`src/rtl/vms_pkg.sv`:
```
// ----------------------------------------------------------------------------
// vms_pkg
// Shared types and constants of the voltage/current sample conditioner.
// ----------------------------------------------------------------------------
package vms_pkg;

  // configuration port
  localparam int CFG_IDX_W  = 3;
  localparam int CFG_DATA_W = 16;

  typedef enum logic [CFG_IDX_W-1:0] {
    CFG_REF_OFFSET      = 3'd0,
    CFG_VOLTAGE_GAIN    = 3'd1,
    CFG_CURRENT_GAIN    = 3'd2,
    CFG_ZERO_THRESHOLD  = 3'd3,
    CFG_TARE_HOLD_COUNT = 3'd4
  } cfg_idx_t;

  // register widths and reset values
  localparam int REF_W   = 10;
  localparam int GAIN_W  = 16;
  localparam int THR_W   = 10;
  localparam int HOLD_W  = 8;

  localparam logic [REF_W-1:0]  REF_OFFSET_RST      = 10'd612;
  localparam logic [GAIN_W-1:0] VOLTAGE_GAIN_RST    = 16'd34816;
  localparam logic [GAIN_W-1:0] CURRENT_GAIN_RST    = 16'd5535;
  localparam logic [THR_W-1:0]  ZERO_THRESHOLD_RST  = 10'd100;
  localparam logic [HOLD_W-1:0] TARE_HOLD_COUNT_RST = 8'd100;

  // result fields
  localparam int VMV_W  = 18;
  localparam int CMA_W  = 15;
  localparam int TARE_W = 16;

  localparam logic [VMV_W-1:0] VMV_MAX        = 18'h3ffff;
  localparam logic [CMA_W-1:0] CMA_MAX        = 15'h7fff;
  localparam logic [VMV_W-1:0] VOLTAGE_HOLD_RST = 18'd1500;
  localparam logic [CMA_W-1:0] CURRENT_HOLD_RST = 15'd15500;

  // gains are unsigned Q8
  localparam int GAIN_FRAC = 8;

  // exponential averages: avg = (MUL*avg + sample) / DIV
  localparam int REM_W = 6;
  localparam logic [REM_W-1:0] VOLT_DIV = 6'd10;
  localparam logic [REM_W-1:0] CURR_DIV = 6'd50;
  localparam int VOLT_MUL = 9;
  localparam int CURR_MUL = 49;

  // numerator bits taken per reciprocal multiply cycle
  localparam int RCP_CHUNK = 16;

  typedef enum logic [1:0] {
    ST_IDLE,
    ST_DIV,
    ST_MUL,
    ST_FIN
  } state_t;

  typedef struct packed {
    logic load;
    logic step;
    logic mul;
    logic fin;
  } cmd_t;

endpackage

```
`src/rtl/vms_if.sv`:
```
// ----------------------------------------------------------------------------
// vms_if
// Valid/ready channels of the sample conditioner: samples, results, config.
// ----------------------------------------------------------------------------
interface vms_in_if #(
  parameter int SAMPLE_BITS = 10
) ();
  logic                   valid;
  logic                   ready;
  logic [SAMPLE_BITS-1:0] sample;
  logic                   switch_pressed;

  modport source (output valid, sample, switch_pressed, input ready);
  modport sink   (input valid, sample, switch_pressed, output ready);
endinterface

interface vms_out_if ();
  logic                       valid;
  logic                       ready;
  logic [vms_pkg::VMV_W-1:0]  voltage_mv;
  logic [vms_pkg::CMA_W-1:0]  current_ma;
  logic                       sampled_channel;
  logic                       tare_taken;

  modport source (output valid, voltage_mv, current_ma, sampled_channel, tare_taken,
                  input ready);
  modport sink   (input valid, voltage_mv, current_ma, sampled_channel, tare_taken,
                  output ready);
endinterface

interface vms_cfg_if ();
  logic                          valid;
  logic                          ready;
  logic [vms_pkg::CFG_IDX_W-1:0]  index;
  logic [vms_pkg::CFG_DATA_W-1:0] data;

  modport source (output valid, index, data, input ready);
  modport sink   (input valid, index, data, output ready);
endinterface

```
`src/rtl/vms_ctrl.sv`:
```
// ----------------------------------------------------------------------------
// vms_ctrl
// Sequencer: accept, divider steps, gain multiply, finish, result handoff.
// ----------------------------------------------------------------------------
module vms_ctrl #(
  parameter int NUM_STEPS = 5
) (
  input  logic          clk,
  input  logic          rst_n,
  input  logic          in_valid,
  output logic          in_ready,
  output logic          out_valid,
  input  logic          out_ready,
  output vms_pkg::cmd_t cmd
);

  localparam int CNT_W = (NUM_STEPS > 1) ? $clog2(NUM_STEPS) : 1;

  vms_pkg::state_t  state_r, state_nxt;
  logic [CNT_W-1:0] cnt_r, cnt_nxt;
  logic             out_valid_r, out_valid_nxt;

  always_ff @(posedge clk) begin
    if (!rst_n) begin
      state_r     <= vms_pkg::ST_IDLE;
      cnt_r       <= '0;
      out_valid_r <= 1'b0;
    end else begin
      state_r     <= state_nxt;
      cnt_r       <= cnt_nxt;
      out_valid_r <= out_valid_nxt;
    end
  end

  always_comb begin
    state_nxt = state_r;
    cnt_nxt   = cnt_r;
    cmd       = '0;
    in_ready  = 1'b0;
    unique case (state_r)
      vms_pkg::ST_IDLE: begin
        in_ready = 1'b1;
        if (in_valid) begin
          cmd.load  = 1'b1;
          cnt_nxt   = '0;
          state_nxt = vms_pkg::ST_DIV;
        end
      end
      vms_pkg::ST_DIV: begin
        cmd.step = 1'b1;
        cnt_nxt  = cnt_r + 1'b1;
        if (cnt_r == CNT_W'(NUM_STEPS - 1)) begin
          state_nxt = vms_pkg::ST_MUL;
        end
      end
      vms_pkg::ST_MUL: begin
        cmd.mul   = 1'b1;
        state_nxt = vms_pkg::ST_FIN;
      end
      vms_pkg::ST_FIN: begin
        // wait for the result slot to drain
        if (!out_valid_r || out_ready) begin
          cmd.fin   = 1'b1;
          state_nxt = vms_pkg::ST_IDLE;
        end
      end
      default: state_nxt = vms_pkg::ST_IDLE;
    endcase
    out_valid_nxt = (out_valid_r && !out_ready) || cmd.fin;
  end

  assign out_valid = out_valid_r;

  a_load_starts_div: assert property (@(posedge clk) disable iff (!rst_n)
    (in_valid && in_ready) |=> (state_r == vms_pkg::ST_DIV))
    else $error("accepted sample did not start the divider");

  a_fin_slot_free: assert property (@(posedge clk) disable iff (!rst_n)
    cmd.fin |-> (!out_valid_r || out_ready))
    else $error("result overwritten before transfer");

  a_valid_from_fin: assert property (@(posedge clk) disable iff (!rst_n)
    $rose(out_valid_r) |-> $past(cmd.fin))
    else $error("result valid without finish");

  a_cnt_bound: assert property (@(posedge clk) disable iff (!rst_n)
    (state_r == vms_pkg::ST_DIV) |-> (cnt_r <= CNT_W'(NUM_STEPS - 1)))
    else $error("divider step count out of range");

endmodule

```
`src/rtl/vms_datapath.sv`:
```
// ----------------------------------------------------------------------------
// vms_datapath
// Averages, reciprocal divide, gain multiply, tare and saturation, config regs.
// ----------------------------------------------------------------------------
module vms_datapath #(
  parameter int SAMPLE_BITS = 10,
  parameter int FRAC_BITS   = 8
) (
  input  logic                            clk,
  input  logic                            rst_n,
  input  vms_pkg::cmd_t                   cmd,
  input  logic [SAMPLE_BITS-1:0]          in_sample,
  input  logic                            in_switch_pressed,
  input  logic                            cfg_we,
  input  logic [vms_pkg::CFG_IDX_W-1:0]   cfg_index,
  input  logic [vms_pkg::CFG_DATA_W-1:0]  cfg_data,
  output logic [vms_pkg::VMV_W-1:0]       out_voltage_mv,
  output logic [vms_pkg::CMA_W-1:0]       out_current_ma,
  output logic                            out_sampled_channel,
  output logic                            out_tare_taken
);

  localparam int AVG_W  = SAMPLE_BITS + FRAC_BITS;
  localparam int NW     = AVG_W + vms_pkg::REM_W;
  localparam int CH     = vms_pkg::RCP_CHUNK;
  localparam int NSTEP  = (NW + CH - 1) / CH;
  localparam int NPW    = NSTEP * CH;
  localparam int RK     = NW + vms_pkg::REM_W;
  localparam int RKW    = RK + 1;
  localparam int RCW    = RK - 3;
  localparam int ACW    = NW + RCW;
  localparam int PRTW   = RCW + CH;
  localparam int REFQ_W = vms_pkg::REF_W + FRAC_BITS;
  localparam int MW     = (AVG_W > REFQ_W) ? AVG_W : REFQ_W;
  localparam int PW     = MW + vms_pkg::GAIN_W;
  localparam int SH     = FRAC_BITS + vms_pkg::GAIN_FRAC;
  localparam int RW     = PW + 1;
  localparam int CW     = RW + 1;

  // ceil(2^RK / div), exact floor for any numerator below 2^NW
  localparam logic [RKW-1:0] RCP_ONE  = RKW'(1) << RK;
  localparam logic [RCW-1:0] VOLT_RCP =
    RCW'((RCP_ONE + RKW'(vms_pkg::VOLT_DIV) - RKW'(1)) / RKW'(vms_pkg::VOLT_DIV));
  localparam logic [RCW-1:0] CURR_RCP =
    RCW'((RCP_ONE + RKW'(vms_pkg::CURR_DIV) - RKW'(1)) / RKW'(vms_pkg::CURR_DIV));

  // configuration
  logic [vms_pkg::REF_W-1:0]  ref_offset_r;
  logic [vms_pkg::GAIN_W-1:0] voltage_gain_r;
  logic [vms_pkg::GAIN_W-1:0] current_gain_r;
  logic [vms_pkg::THR_W-1:0]  zero_threshold_r;
  logic [vms_pkg::HOLD_W-1:0] tare_hold_r;

  // block state
  logic [AVG_W-1:0]            volt_avg_r;
  logic [AVG_W-1:0]            curr_avg_r;
  logic [vms_pkg::TARE_W-1:0]  tare_r, tare_nxt;
  logic [vms_pkg::HOLD_W-1:0]  press_cnt_r, press_cnt_nxt;
  logic                        next_chan_r;
  logic [vms_pkg::VMV_W-1:0]   volt_hold_r, volt_hold_nxt;
  logic [vms_pkg::CMA_W-1:0]   curr_hold_r, curr_hold_nxt;

  // working registers
  logic                        chan_r;
  logic                        pressed_r;
  logic [NPW-1:0]              num_r;
  logic [ACW-1:0]              acc_r, acc_nxt;
  logic [PW-1:0]               prod_r, prod_nxt;
  logic                        neg_r, neg_nxt;
  logic                        out_chan_r;
  logic                        out_taken_r;
  logic                        taken;

  logic [AVG_W-1:0]            avg_sel;
  logic [NW-1:0]               avg_x;
  logic [NW-1:0]               dividend;
  logic [RCW-1:0]              rcp;
  logic [CH-1:0]               chunk;
  logic [PRTW-1:0]             part;
  logic [AVG_W-1:0]            quot;
  logic [MW-1:0]               quot_m;
  logic [MW-1:0]               ref_q;
  logic [MW-1:0]               mag;

  logic [PW-1:0]               scaled;
  logic signed [RW-1:0]        scaled_s;
  logic signed [RW-1:0]        reading;
  logic signed [CW-1:0]        diff;
  logic signed [CW-1:0]        thr_s;
  logic [vms_pkg::HOLD_W-1:0]  press_inc;

  always_ff @(posedge clk) begin
    if (!rst_n) begin
      ref_offset_r     <= vms_pkg::REF_OFFSET_RST;
      voltage_gain_r   <= vms_pkg::VOLTAGE_GAIN_RST;
      current_gain_r   <= vms_pkg::CURRENT_GAIN_RST;
      zero_threshold_r <= vms_pkg::ZERO_THRESHOLD_RST;
      tare_hold_r      <= vms_pkg::TARE_HOLD_COUNT_RST;
    end else if (cfg_we) begin
      unique case (vms_pkg::cfg_idx_t'(cfg_index))
        vms_pkg::CFG_REF_OFFSET:      ref_offset_r     <= cfg_data[vms_pkg::REF_W-1:0];
        vms_pkg::CFG_VOLTAGE_GAIN:    voltage_gain_r   <= cfg_data;
        vms_pkg::CFG_CURRENT_GAIN:    current_gain_r   <= cfg_data;
        vms_pkg::CFG_ZERO_THRESHOLD:  zero_threshold_r <= cfg_data[vms_pkg::THR_W-1:0];
        vms_pkg::CFG_TARE_HOLD_COUNT: tare_hold_r      <= cfg_data[vms_pkg::HOLD_W-1:0];
        default: ;
      endcase
    end
  end

  // new average numerator
  always_comb begin
    avg_sel = next_chan_r ? curr_avg_r : volt_avg_r;
    if (next_chan_r) begin
      avg_x = (NW'(avg_sel) << 5) + (NW'(avg_sel) << 4) + NW'(avg_sel);
    end else begin
      avg_x = (NW'(avg_sel) << 3) + NW'(avg_sel);
    end
    dividend = avg_x + (NW'(in_sample) << FRAC_BITS);
  end

  // divide by 10 or 50 as a multiply by the reciprocal, numerator msb chunk first
  always_comb begin
    rcp     = chan_r ? CURR_RCP : VOLT_RCP;
    chunk   = num_r[NPW-1 -: CH];
    part    = PRTW'(rcp) * PRTW'(chunk);
    acc_nxt = (acc_r << CH) + ACW'(part);
  end

  // offset removal (current channel only) and gain
  always_comb begin
    quot   = acc_r[RK +: AVG_W];
    quot_m = MW'(quot);
    ref_q  = MW'(ref_offset_r) << FRAC_BITS;
    if (chan_r) begin
      neg_nxt  = quot_m < ref_q;
      mag      = neg_nxt ? (ref_q - quot_m) : (quot_m - ref_q);
      prod_nxt = PW'(mag) * PW'(current_gain_r);
    end else begin
      neg_nxt  = 1'b0;
      mag      = quot_m;
      prod_nxt = PW'(mag) * PW'(voltage_gain_r);
    end
  end

  // finish: saturation, tare, zero clamp
  always_comb begin
    scaled   = prod_r >> SH;
    scaled_s = signed'({1'b0, scaled});
    reading  = neg_r ? (RW'(0) - scaled_s) : scaled_s;

    volt_hold_nxt = volt_hold_r;
    curr_hold_nxt = curr_hold_r;
    tare_nxt      = tare_r;
    press_cnt_nxt = press_cnt_r;
    taken         = 1'b0;
    press_inc     = pressed_r ? (press_cnt_r + 1'b1) : '0;
    diff          = '0;
    thr_s         = signed'(CW'(zero_threshold_r));

    if (!chan_r) begin
      if (scaled > PW'(vms_pkg::VMV_MAX)) begin
        volt_hold_nxt = vms_pkg::VMV_MAX;
      end else begin
        volt_hold_nxt = scaled[vms_pkg::VMV_W-1:0];
      end
    end else begin
      press_cnt_nxt = press_inc;
      if (press_inc >= tare_hold_r) begin
        press_cnt_nxt = '0;
        taken         = 1'b1;
        if (reading > signed'({{(RW-vms_pkg::TARE_W){1'b0}}, 16'h7fff})) begin
          tare_nxt = 16'h7fff;
        end else if (reading < signed'({{(RW-vms_pkg::TARE_W){1'b1}}, 16'h8000})) begin
          tare_nxt = 16'h8000;
        end else begin
          tare_nxt = reading[vms_pkg::TARE_W-1:0];
        end
      end
      diff = CW'(reading) - CW'(signed'(tare_nxt));
      if (diff <= thr_s) begin
        curr_hold_nxt = '0;
      end else if (diff > signed'(CW'(vms_pkg::CMA_MAX))) begin
        curr_hold_nxt = vms_pkg::CMA_MAX;
      end else begin
        curr_hold_nxt = diff[vms_pkg::CMA_W-1:0];
      end
    end
  end

  always_ff @(posedge clk) begin
    if (!rst_n) begin
      volt_avg_r  <= '0;
      curr_avg_r  <= '0;
      tare_r      <= '0;
      press_cnt_r <= '0;
      next_chan_r <= 1'b0;
      volt_hold_r <= vms_pkg::VOLTAGE_HOLD_RST;
      curr_hold_r <= vms_pkg::CURRENT_HOLD_RST;
    end else begin
      if (cmd.mul) begin
        if (chan_r) begin
          curr_avg_r <= quot;
        end else begin
          volt_avg_r <= quot;
        end
      end
      if (cmd.fin) begin
        tare_r      <= tare_nxt;
        press_cnt_r <= press_cnt_nxt;
        next_chan_r <= ~chan_r;
        volt_hold_r <= volt_hold_nxt;
        curr_hold_r <= curr_hold_nxt;
      end
    end
  end

  always_ff @(posedge clk) begin
    if (cmd.load) begin
      chan_r    <= next_chan_r;
      pressed_r <= in_switch_pressed;
      num_r     <= NPW'(dividend);
      acc_r     <= '0;
    end else if (cmd.step) begin
      num_r <= num_r << CH;
      acc_r <= acc_nxt;
    end
    if (cmd.mul) begin
      prod_r <= prod_nxt;
      neg_r  <= neg_nxt;
    end
    if (cmd.fin) begin
      out_chan_r  <= chan_r;
      out_taken_r <= taken;
    end
  end

  assign out_voltage_mv      = volt_hold_r;
  assign out_current_ma      = curr_hold_r;
  assign out_sampled_channel = out_chan_r;
  assign out_tare_taken      = out_taken_r;

endmodule

```
`src/rtl/vi_meter_sample_conditioner.sv`:
```
// ----------------------------------------------------------------------------
// vi_meter_sample_conditioner
// Smooths alternating voltage/current ADC samples, scales, tares and clamps.
// ----------------------------------------------------------------------------
//  channel    dir  payload                                          transfer
//  in_port    in   sample, switch_pressed                           valid & ready
//  out_port   out  voltage_mv, current_ma, sampled_channel, tare_taken  valid & ready
//  cfg_port   in   index, data                                      valid & ready
//
//  one sample at a time, in order: the accept, the reciprocal multiply steps
//  (one per 16-bit chunk of the SAMPLE_BITS+FRAC_BITS+6 bit numerator), the
//  gain multiply and the finish
//  the division of the average by 10 or 50, done as a chunked multiply by the
//  reciprocal, sets the sample period
//  the result register holds while out_port stalls; the next sample is taken
//  meanwhile and waits in its finish cycle until the result transfers
//  synchronous active-low reset; config writes are taken in every cycle
// ----------------------------------------------------------------------------
module vi_meter_sample_conditioner #(
  parameter int SAMPLE_BITS = 10,
  parameter int FRAC_BITS   = 8
) (
  input  logic        clk,
  input  logic        rst_n,
  vms_in_if.sink      in_port,
  vms_out_if.source   out_port,
  vms_cfg_if.sink     cfg_port
);

  localparam int AVG_W = SAMPLE_BITS + FRAC_BITS;
  localparam int NW    = AVG_W + vms_pkg::REM_W;
  localparam int NSTEP = (NW + vms_pkg::RCP_CHUNK - 1) / vms_pkg::RCP_CHUNK;

  vms_pkg::cmd_t cmd;

  assign cfg_port.ready = 1'b1;

  vms_ctrl #(
    .NUM_STEPS (NSTEP)
  ) u_ctrl (
    .clk       (clk),
    .rst_n     (rst_n),
    .in_valid  (in_port.valid),
    .in_ready  (in_port.ready),
    .out_valid (out_port.valid),
    .out_ready (out_port.ready),
    .cmd       (cmd)
  );

  vms_datapath #(
    .SAMPLE_BITS (SAMPLE_BITS),
    .FRAC_BITS   (FRAC_BITS)
  ) u_datapath (
    .clk                 (clk),
    .rst_n               (rst_n),
    .cmd                 (cmd),
    .in_sample           (in_port.sample),
    .in_switch_pressed   (in_port.switch_pressed),
    .cfg_we              (cfg_port.valid),
    .cfg_index           (cfg_port.index),
    .cfg_data            (cfg_port.data),
    .out_voltage_mv      (out_port.voltage_mv),
    .out_current_ma      (out_port.current_ma),
    .out_sampled_channel (out_port.sampled_channel),
    .out_tare_taken      (out_port.tare_taken)
  );

endmodule
```
`src/flat_wrapper.sv`:
```
// flat-port wrapper written by rule: the top's interface ports become plain ports
module vi_meter_sample_conditioner_flat 
#(
  parameter int SAMPLE_BITS = 10,
  parameter int FRAC_BITS   = 8
)
  (clk, rst_n, in_port_valid, in_port_sample, in_port_switch_pressed, in_port_ready, out_port_valid, out_port_voltage_mv, out_port_current_ma, out_port_sampled_channel, out_port_tare_taken, out_port_ready, cfg_port_valid, cfg_port_index, cfg_port_data, cfg_port_ready);
  vms_in_if #(.SAMPLE_BITS(SAMPLE_BITS)) in_port_i ();
  vms_out_if out_port_i ();
  vms_cfg_if cfg_port_i ();
  input  logic clk;
  input  logic rst_n;
  input wire logic [$bits(in_port_i.valid)-1:0] in_port_valid;
  input wire logic [$bits(in_port_i.sample)-1:0] in_port_sample;
  input wire logic [$bits(in_port_i.switch_pressed)-1:0] in_port_switch_pressed;
  output wire logic [$bits(in_port_i.ready)-1:0] in_port_ready;
  output wire logic [$bits(out_port_i.valid)-1:0] out_port_valid;
  output wire logic [$bits(out_port_i.voltage_mv)-1:0] out_port_voltage_mv;
  output wire logic [$bits(out_port_i.current_ma)-1:0] out_port_current_ma;
  output wire logic [$bits(out_port_i.sampled_channel)-1:0] out_port_sampled_channel;
  output wire logic [$bits(out_port_i.tare_taken)-1:0] out_port_tare_taken;
  input wire logic [$bits(out_port_i.ready)-1:0] out_port_ready;
  input wire logic [$bits(cfg_port_i.valid)-1:0] cfg_port_valid;
  input wire logic [$bits(cfg_port_i.index)-1:0] cfg_port_index;
  input wire logic [$bits(cfg_port_i.data)-1:0] cfg_port_data;
  output wire logic [$bits(cfg_port_i.ready)-1:0] cfg_port_ready;
  assign in_port_i.valid = in_port_valid;
  assign in_port_i.sample = in_port_sample;
  assign in_port_i.switch_pressed = in_port_switch_pressed;
  assign in_port_ready = in_port_i.ready;
  assign out_port_valid = out_port_i.valid;
  assign out_port_voltage_mv = out_port_i.voltage_mv;
  assign out_port_current_ma = out_port_i.current_ma;
  assign out_port_sampled_channel = out_port_i.sampled_channel;
  assign out_port_tare_taken = out_port_i.tare_taken;
  assign out_port_i.ready = out_port_ready;
  assign cfg_port_i.valid = cfg_port_valid;
  assign cfg_port_i.index = cfg_port_index;
  assign cfg_port_i.data = cfg_port_data;
  assign cfg_port_ready = cfg_port_i.ready;
  vi_meter_sample_conditioner #(.SAMPLE_BITS(SAMPLE_BITS), .FRAC_BITS(FRAC_BITS)) u_core (.clk(clk), .rst_n(rst_n), .in_port(in_port_i), .out_port(out_port_i), .cfg_port(cfg_port_i));
endmodule
```
`config.mk`:
```
export PLATFORM = sky130hd
export DESIGN_NAME = vi_meter_sample_conditioner_flat
export DESIGN_NICKNAME = d
export VERILOG_FILES = /design/src/rtl/vms_pkg.sv /design/src/rtl/vms_if.sv /design/src/rtl/vms_ctrl.sv /design/src/rtl/vms_datapath.sv /design/src/rtl/vi_meter_sample_conditioner.sv /design/src/flat_wrapper.sv
export SDC_FILE = /design/constraint.sdc
export NUM_CORES = 2
export LEC_CHECK = 0
export ABC_CLOCK_PERIOD_IN_PS = 27600
export BUFFER_PORTS_ARGS = -buffer_cell sky130_fd_sc_hd__buf_4
export CORE_MARGIN = 5
export CORE_UTILIZATION = 30
export CTS_BUF_LIST = sky130_fd_sc_hd__clkbuf_8
export DETAILED_ROUTE_END_ITERATION = 12
export PLACE_DENSITY = 0.55
export SYNTH_ARGS = -nofsm -noshare
export SYNTH_HDL_FRONTEND = slang
export SYNTH_SLANG_ARGS = --single-unit
export TNS_END_PERCENT = 10
```
`constraint.sdc`:
```
create_clock -name clk -period 27.6 [get_ports clk]
set_input_delay 0 -clock clk [delete_from_list [all_inputs] [get_ports clk]]
set_output_delay 0 -clock clk [all_outputs]
set_load 0.01 [all_outputs]
```
==> metrics <==
status=finished clean; CP endpoint kind=flop; area added between synthesis and finish=9.75%; Reg2Reg Depth=34; initial core utilization=30.1%; GRT Residual Overflow=0; hold endpoint=u_core.u_datapath.current_gain_r[8]; Primary FF master, synth=dfxtp_1; count of different cell masters after synthesis=87; PostCTS Resize Cnt=0; Max stage delay on crit path=0.99 ns; Least-Margin Pin Slew=1.15 ns; endpoint of the worst-slack reg-to-reg timing path=u_core.u_datapath.prod_r[33]; setup violators final=0; first-pass GRT wire length=197 mm; CTS Sinks=261; Fin. Hold Viols=0; largest net degree at the start of global routing=80; sequential-to-total area share from yosys stat=13.2%; setup_tns=0 ns; Hold Path Depth=4; Rows=139; Rel. slew slack=23.0%; First DRT Iteration DRCs=1733; Avg WL per Cell=17.8 um; GRT Overall Usage=16.3%; DRT antenna net count=0; DRC viols=0; CTS Buffer Depth=3; CP Max Fanout=20; Post-Route Skew=0.0960 ns; Post-Syn Area=43200 sq um; Data required, critical path=28.08 ns; Port Buffers=71; clk slew on worst S/H paths=0.07 ns; CTS Buf Count=50; non-filler cells, final=6854; synth warn=0; Hold Path Origin=cfg_port_data[8]; RSZ-0062 raised after global routing=no; period utilisation layout=37.9%; EDFF count, synth=47; total number of vias=32700; share of post-route cells with drive strength above 1=5.76%; classification of the worst-slack hold path=input pin to flop; MaxCap Viol Count=0; CTS tree=done; asr flop ratio synth=0%; Crit path arrival time=10.94 ns; Final HPWL DP=95.0 mm; type of origin of the critical path=flop; Yosys reg bits=261; Fmax=0.0956 GHz; CTS root buf=clkbuf_8; htree depth=2; final WL=122 mm; GP Congestion=0.886; Max Slew Vio Count=0; Period minus WS final=10.46 ns; WS Path Type=flop to flop; Die Width=389 um; initial antenna violation count=5; r2r setup slk=17.14 ns; Final nets=6158; Vias/cell=4.76; core area=143000 sq um; FILL cells=15000; Critical-path top delay cell=dfxtp_1; DRT Pass-1 Iters=5; full die area=152000 sq um; clock latency on the worst-skew pair=0.76 ns; Avg Synthesized Cell Area=8.86 sq um; DP Cell Count=6713; vias in the first global route=34600; RR Startpoint=u_core.u_datapath.acc_r[43]; die height=389 um; Boundary Pins=73; Mapped Cells=4871; most used cell, CP=fa_1
through the flow:
stage	setup WS [ns]	hold WS, ns	area (sq um)	utilization (%)
after detailed placement	17.27	0.180	45900	32.0
after global placement	17.31	0.180	45900	32.0
final	17.14	0.115	47400	33.1
after floorplan	18.80	0.0989	43200	-
after CTS	17.25	0.0396	47400	33.1
after global routing	16.51	0.0938	47400	33.1
repair_timing:
| action | 4_1_cts | 5_1_grt |
|---|---|---|
| setup endpoints to repair | 0 | 0 |
| hold buffers | 49 | 0 |
| hold endpoints to repair | 133 | 0 |
| buffers inserted | 0 | 0 |
worst max-delay path: cells and delay by family (launching register included):
| family | cells | cell delay [ns] |
|---|---|---|
| simple gates | 4 | 0.53 |
| buf+inv | 5 | 0.65 |
| xor+xnor | 2 | 0.33 |
| flops | 1 | 0.99 |
| mux | 2 | 0.40 |
| compound gates | 13 | 3.42 |
| fa+ha+maj | 8 | 3.84 |
synth_stat cells (6+ instances only):
| cell | instances | share of area, % |
|---|---|---|
| a21oi_1 | 148 | 1.7 |
| nor3b_1 | 6 | 0.10 |
| nand4_1 | 14 | 0.20 |
| ha_1 | 515 | 15 |
| o21ai_0 | 137 | 1.6 |
| a221o_1 | 8 | 0.19 |
| xnor2_1 | 111 | 2.3 |
| nand2b_1 | 44 | 0.64 |
| a211oi_1 | 20 | 0.35 |
| o21a_1 | 25 | 0.43 |
| mux2i_1 | 51 | 1.2 |
| o211ai_1 | 23 | 0.40 |
| or2_2 | 18 | 0.26 |
| o31ai_1 | 13 | 0.23 |
| a22oi_1 | 6 | 0.10 |
| dfxtp_1 | 214 | 9.9 |
| or3_1 | 16 | 0.23 |
| a21boi_0 | 82 | 1.4 |
| nand2_1 | 753 | 6.5 |
| and3_1 | 18 | 0.26 |
| a21o_1 | 76 | 1.3 |
| nor2_1 | 157 | 1.4 |
| o22ai_1 | 10 | 0.14 |
| mux2_2 | 13 | 0.34 |
| clkbuf_1 | 181 | 1.6 |
| o21bai_1 | 16 | 0.28 |
| nand3_1 | 55 | 0.64 |
| edfxtp_1 | 47 | 3.3 |
| buf_1 | 24 | 0.21 |
| xor2_1 | 48 | 0.97 |
| nor3_1 | 27 | 0.31 |
| a211o_1 | 8 | 0.16 |
| a31oi_1 | 14 | 0.20 |
| fa_1 | 697 | 32 |
| and2_1 | 236 | 3.4 |
| nor2b_1 | 48 | 0.70 |
| inv_1 | 893 | 7.8 |
sequential cells by signal, summed over array words and instances (netlist names), 2 cells and up:
| signal | flops |
|---|---|
| u_core.u_datapath.prod_r | 18 |
| u_core.u_datapath.ref_offset_r | 10 |
| u_core.u_datapath.num_r | 32 |
| u_core.u_datapath.press_cnt_r | 8 |
| u_core.u_datapath.voltage_gain_r | 16 |
| u_core.u_ctrl.state_r | 2 |
| u_core.u_datapath.volt_avg_r | 18 |
| u_core.u_datapath.zero_threshold_r | 10 |
| u_core.u_datapath.tare_hold_r | 8 |
| u_core.u_datapath.out_voltage_mv | 18 |
| u_core.u_datapath.acc_r | 48 |
| u_core.u_datapath.tare_r | 16 |
| u_core.u_datapath.curr_avg_r | 18 |
| u_core.u_datapath.current_gain_r | 16 |
| u_core.u_datapath.out_current_ma | 15 |
cell usage in the layout (no fill, tap or decap), types with 11 or more instances in the layout:
cell type      count
o21ai_0          137
nand2b_1          44
nand4_1           14
clkbuf_8          62
edfxtp_1          47
o211ai_1          23
dfxtp_1          213
xnor2_1          111
inv_1            903
nor3_1            26
and2_1           236
o31ai_1           13
conb_1            11
mux2i_1           51
a21boi_0          82
nor2b_1           47
a21oi_1          148
o21bai_1          16
and3_1            18
o21a_1            25
or2_2             18
ha_1             514
a211oi_1          20
xor2_1            48
mux2_2            13
dlygate4sd3_1     49
buf_4            143
or3_1             16
nor2_1           157
a21o_1            76
nand3_1           55
fa_1             697
a31oi_1           14
nand2_1          753
worst max-delay path by stage:
stage | from | to | slack, ns | cells after the start
6_report | u_core.u_datapath.acc_r[43] | u_core.u_datapath.prod_r[33] | 17.14 | 34
2_1_floorplan | u_core.u_datapath.ref_offset_r[5] | u_core.u_datapath.prod_r[33] | 18.80 | 35
5_1_grt | u_core.u_datapath.acc_r[43] | u_core.u_datapath.prod_r[27] | 16.51 | 34
3_3_place_gp | u_core.u_datapath.acc_r[43] | u_core.u_datapath.prod_r[33] | 17.31 | 34
3_5_place_dp | u_core.u_datapath.acc_r[43] | u_core.u_datapath.prod_r[33] | 17.27 | 34
4_1_cts | u_core.u_datapath.acc_r[43] | u_core.u_datapath.prod_r[33] | 17.25 | 34
final cells by class:
cell class              count  area, sq um  area share [%]
clock buffers              62          853            1.80
inverters                 894         3360            7.09
multi-input cells        3512        33400            70.4
clock inverters            29          174           0.367
well taps                1903         2380            5.03
diodes                      1         2.50         0.00528
repair buffers            192         1560            3.30
flip-flops and latches    261         5700            12.0
kinds of logic (layout without fill, tap and decap cells):
kind of cell,count (synthesis),after routing,share of synthesized area (%)
simple gates,1418,1418,15.2
fa+ha+maj,1212,1212,47.2
buf+inv,1107,1177,9.69
compound gates,647,647,9.87
flops,261,261,13.2
xor+xnor,160,160,3.26
mux,64,64,1.52
other cells,2,12,0.0174
routing by layer:
| metal | vias to the layer above | track usage [%] | share of wire [%] |
|---|---|---|---|
| met2 | 654 | 27.7 | 47 |
| li1 | 15400 | - | - |
| met5 | - | 0 | 0.0098 |
| met4 | 2 | 3.91 | 2.5 |
| met1 | 16500 | 22.1 | 46 |
| met3 | 164 | 1.98 | 4.1 |
Power is not shown: default switching activity piles up to over one toggle a cycle in this logic, so the estimate is an artifact.
